==> config.mk <==
export PLATFORM = sky130hd
export DESIGN_NAME = dlc_ram
export DESIGN_NICKNAME = d
export VERILOG_FILES = /design/src/rtl/core/doubly_linked_list_with_cursor_unit_macros.svh /design/src/rtl/core/dlc_ram.sv
export SDC_FILE = /design/constraint.sdc
export NUM_CORES = 2
export LEC_CHECK = 0
export ABC_AREA = 0
export BUFFER_PORTS_ARGS = -buffer_cell sky130_fd_sc_hd__buf_2
export CORE_MARGIN = 8
export CORE_UTILIZATION = 40
export DETAILED_ROUTE_END_ITERATION = 8
export SLEW_MARGIN = 15
export SYNTH_ARGS = -nofsm -noshare
export SYNTH_HDL_FRONTEND = slang
export SYNTH_SLANG_ARGS = --single-unit
export TNS_END_PERCENT = 1
==> constraint.sdc <==
create_clock -name clk -period 2.45 [get_ports clk]
set_input_delay 0 -clock clk [delete_from_list [all_inputs] [get_ports clk]]
set_output_delay 0 -clock clk [all_outputs]
set_load 0.1 [all_outputs]
==> src/rtl/core/doubly_linked_list_with_cursor_unit_macros.svh <==
// Assertion macros shared by the list unit.
`ifndef DOUBLY_LINKED_LIST_WITH_CURSOR_UNIT_MACROS_SVH
`define DOUBLY_LINKED_LIST_WITH_CURSOR_UNIT_MACROS_SVH

// Same-cycle implication, disabled while reset is high.
`define DLC_ASSERT_IMPL(lbl, clk, rst, ante, cons) \
  lbl: assert property (@(posedge clk) disable iff (rst) (ante) |-> (cons)) \
    else $error("list unit check failed");

// Next-cycle implication, disabled while reset is high.
`define DLC_ASSERT_NEXT(lbl, clk, rst, ante, cons) \
  lbl: assert property (@(posedge clk) disable iff (rst) (ante) |=> (cons)) \
    else $error("list unit check failed");

`endif

==> src/rtl/core/dlc_ram.sv <==
module dlc_ram #(
  parameter int WIDTH = 8,
  parameter int DEPTH = 256,
  localparam int AW = $clog2(DEPTH)
) (
  input  logic             clk,
  input  logic             we,
  input  logic [AW-1:0]    waddr,
  input  logic [WIDTH-1:0] wdata,
  input  logic             re,
  input  logic [AW-1:0]    raddr,
  output logic [WIDTH-1:0] rdata
);

  logic [WIDTH-1:0] mem [DEPTH];

  always_ff @(posedge clk) begin
    if (we) begin
      mem[waddr] <= wdata;
    end
  end

  always_ff @(posedge clk) begin
    if (re) begin
      rdata <= mem[raddr];
    end
  end

endmodule

==> flow_metrics.env <==
export IMPL_setup_viol=1
export IMPL_grt_max_degree=102
export IMPL_fin_crit_sh_pct=100
export IMPL_power_share_clock_pct=40.9
export IMPL_seq_area_frac_synth_pct=77.5
export IMPL_cts_sinks=2056
export IMPL_syn_avg_cell_area_um2=21.3
export IMPL_ys_types=54
export IMPL_drive_above_1_share_pct=32.1
export IMPL_cp_data_arrival_time_ns=3.09
export IMPL_seqPwrFrac_pct=53.2
export IMPL_nets=4477
export IMPL_post_drt_wl_per_cell_um=28.6
export IMPL_drtIter0Drc=4733
export IMPL_startpoint_type="flip-flop"
export IMPL_gr_total_overflow=0
export IMPL_dieArea_um2=214000
export IMPL_pin_count=35
export IMPL_max_freq_ghz=0.407
export IMPL_cts_htree_levels=4
export IMPL_status="complete, but fails checks"
export IMPL_die_w_um=462
export IMPL_numCtsBuffers=206
export IMPL_layout_common_cells="edfxtp_1 (2,056), buf_4 (615), mux4_2 (454), nor2_1 (278), clkbuf_16 (213)"
export IMPL_synth_flop_cell="edfxtp_1"
export IMPL_fin_ws_ns=-0.00672
export IMPL_die_y_um=462
export IMPL_cts_reportedPaths_clkPinSlew_ns=0.06
export IMPL_viasPerCell=5.65
export IMPL_core_area_um2=198000
export IMPL_antenna_found_initial=11
export IMPL_via_count=41000
export IMPL_drt_first_pass_iters=5
export IMPL_final_area_um2=94600
export IMPL_dp_hpwl_um=136000
export IMPL_synthArstFlopShare_pct=0
export IMPL_report_final_slew_viol_count=0
export IMPL_cp_required_ns=3.08
export IMPL_max_vdd_ir_drop_mv=0.748
export IMPL_worstSkewPairLatency_ns=0.81
export IMPL_netlist_area_um2=79600
export IMPL_synth_nets=3760
export IMPL_totalWireLength_um=208000
export IMPL_p_leak_nw=30.5
export IMPL_cts_root_buf="clkbuf_16"
export IMPL_end_kind="flip-flop"
export IMPL_ant_nets=0
export IMPL_power_density_nw_per_um2=771
export IMPL_p_int_mw=57.5
export IMPL_power_mw=73.0
export IMPL_failed_checks="negative setup slack"
export IMPL_crit_fanout=1
export IMPL_worst_slew_pin_slew_ns=1.12
export IMPL_grt_util_all_layers_pct=19.1
export IMPL_portBuffers=34
export IMPL_worst_setup_path_type="flip-flop to flip-flop"
export IMPL_period_minus_slack_ns=2.46
export IMPL_max_slew_margin_pct=25.4
export IMPL_syn_inst=3733
export IMPL_p_switching_mw=15.5
export IMPL_ctsLongestPathBuffers=3
export IMPL_hold_viol=0
export IMPL_maxCapViolations=0
export IMPL_tritoncts="yes"
export IMPL_final_common_cell="edfxtp_1"
export IMPL_start_util_pct=40.3
export IMPL_rsz0062_at_grt="yes"
export IMPL_gp_congestion=0.849
export IMPL_synth_seq_cells=2056
export IMPL_cts_setup_buffers=0
export IMPL_grt_pass1_wl_um=298000
export IMPL_ys_warn_count=0
export IMPL_synth_edf_count=2056
export IMPL_fin_skew_ns=0.0246
export IMPL_switching_share_pct=21.2
export IMPL_drc=0
export IMPL_num_rows=163
export IMPL_pwr_share_comb_pct=5.8
export IMPL_hp_class="input port to flip-flop"
export IMPL_first_global_vias=41300
export IMPL_syn_to_final_growth_pct=18.8
export IMPL_dpl_instance_area_um2=88000
==> sequential cells by signal, indices dropped and copies added, names as in the netlist <==
name	count
mem	2048
rdata	8
==> logic make-up (layout without fill, tap and decap cells) <==
kind of cell	count (synthesis)	after routing	share of synthesized area, %
flip-flops	2056	2056	77.5
multiplexers	591	591	14.6
AND/OR/NAND/NOR	466	466	2.63
AO/OA/AOI/OAI	385	385	3.42
buffers and inverters	235	1122	1.83
other	0	1	0
==> path summary, 6_finish.rpt <==
kind                                  start  endpoint  slack [ns]  cells after the start
worst max register to register  mem[173][7]  rdata[7]      -0.007                      8
worst min register to register   mem[12][6]  rdata[6]        1.21                      7
worst max-delay path            mem[173][7]  rdata[7]      -0.007                      8
worst min-delay path               raddr[4]  rdata[6]        0.18                      5
==> metal layers <==
metal | vias to the layer above | routed length (µm) | GRT usage, %
met4 | 2 | 4490 | 4.41
met3 | 272 | 15600 | 3.41
li1 | 17200 | - | -
met1 | 21900 | 88200 | 27.7
met2 | 1694 | 99200 | 30.4
met5 | - | 20 | 0
==> synth_stat cells (21+ instances only) <==
library cell / n / area share [%]
nor2_1: 282 / 1.3
mux2i_1: 134 / 1.7
clkbuf_1: 111 / 0.52
buf_1: 22 / 0.10
nand3_1: 34 / 0.21
edfxtp_1: 2056 / 78
buf_6: 21 / 0.30
buf_2: 31 / 0.19
a21oi_1: 96 / 0.60
a22oi_1: 133 / 1.3
nor2b_1: 31 / 0.24
nor4_1: 24 / 0.19
o22ai_1: 28 / 0.22
nand2_1: 33 / 0.16
buf_4: 27 / 0.25
nor3_1: 22 / 0.14
mux4_2: 454 / 13
o221ai_1: 46 / 0.51
==> through the flow <==
stage	setup slack (ns)	hold WS, ns	util (%)	instances	TNS [ns]
after CTS	-0.0551	0.123	47.9	7261	-0.0551
after floorplan	0.374	0.0989	-	3733	0
after global routing	-0.102	0.145	47.9	7260	-0.335
after detailed placement	-0.954	0.444	44.5	6864	-3.88
final	-0.00672	0.185	47.9	7261	-0.00672
after global placement	-1.03	0.437	44.5	6864	-4.33
==> power by group through the flow <==
stage | logic [mW] | registers [mW] | clock network [mW]
2_1_floorplan | 1.88 | 39.7 | 0
3_5_place_dp | 4.24 | 39.6 | 0
6_report | 4.27 | 38.8 | 29.9
5_1_grt | 4.48 | 38.8 | 31.7
3_3_place_gp | 4.19 | 39.6 | 0
4_1_cts | 4.30 | 38.8 | 30.4
==> worst max-delay path, cell delays in order (launching register included) <==
cell	delay, ns
edfxtp_1	0.33
mux4_2	0.24
o22a_1	0.14
o21ai_0	0.12
buf_4	0.16
a2111oi_2	0.73
nor3_4	0.16
buf_6	0.17
nor4_1	0.24
==> area by class of cell <==
cell class	count	area [µm²]
Inverter	2	7.51
Antenna cell	1	2.50
Fill cell	16100	103000
Clock buffer	273	5560
Clock inverter	105	798
Tap cell	2640	3300
Multi-Input combinational cell	1442	16600
Sequential cell	2056	61700
Timing Repair Buffer	742	6580
==> repair_timing <==
| item | in CTS | in global routing |
|---|---|---|
| pin swaps | 2 | 3 |
| gates resized for setup | 15 | 6 |
| endpoints found under the hold margin | 1958 | 0 |
| endpoints found under the setup margin | 6 | 6 |
| hold buffers | 19 | 0 |
No activity file was read; power rests on OpenSTA's default activity.
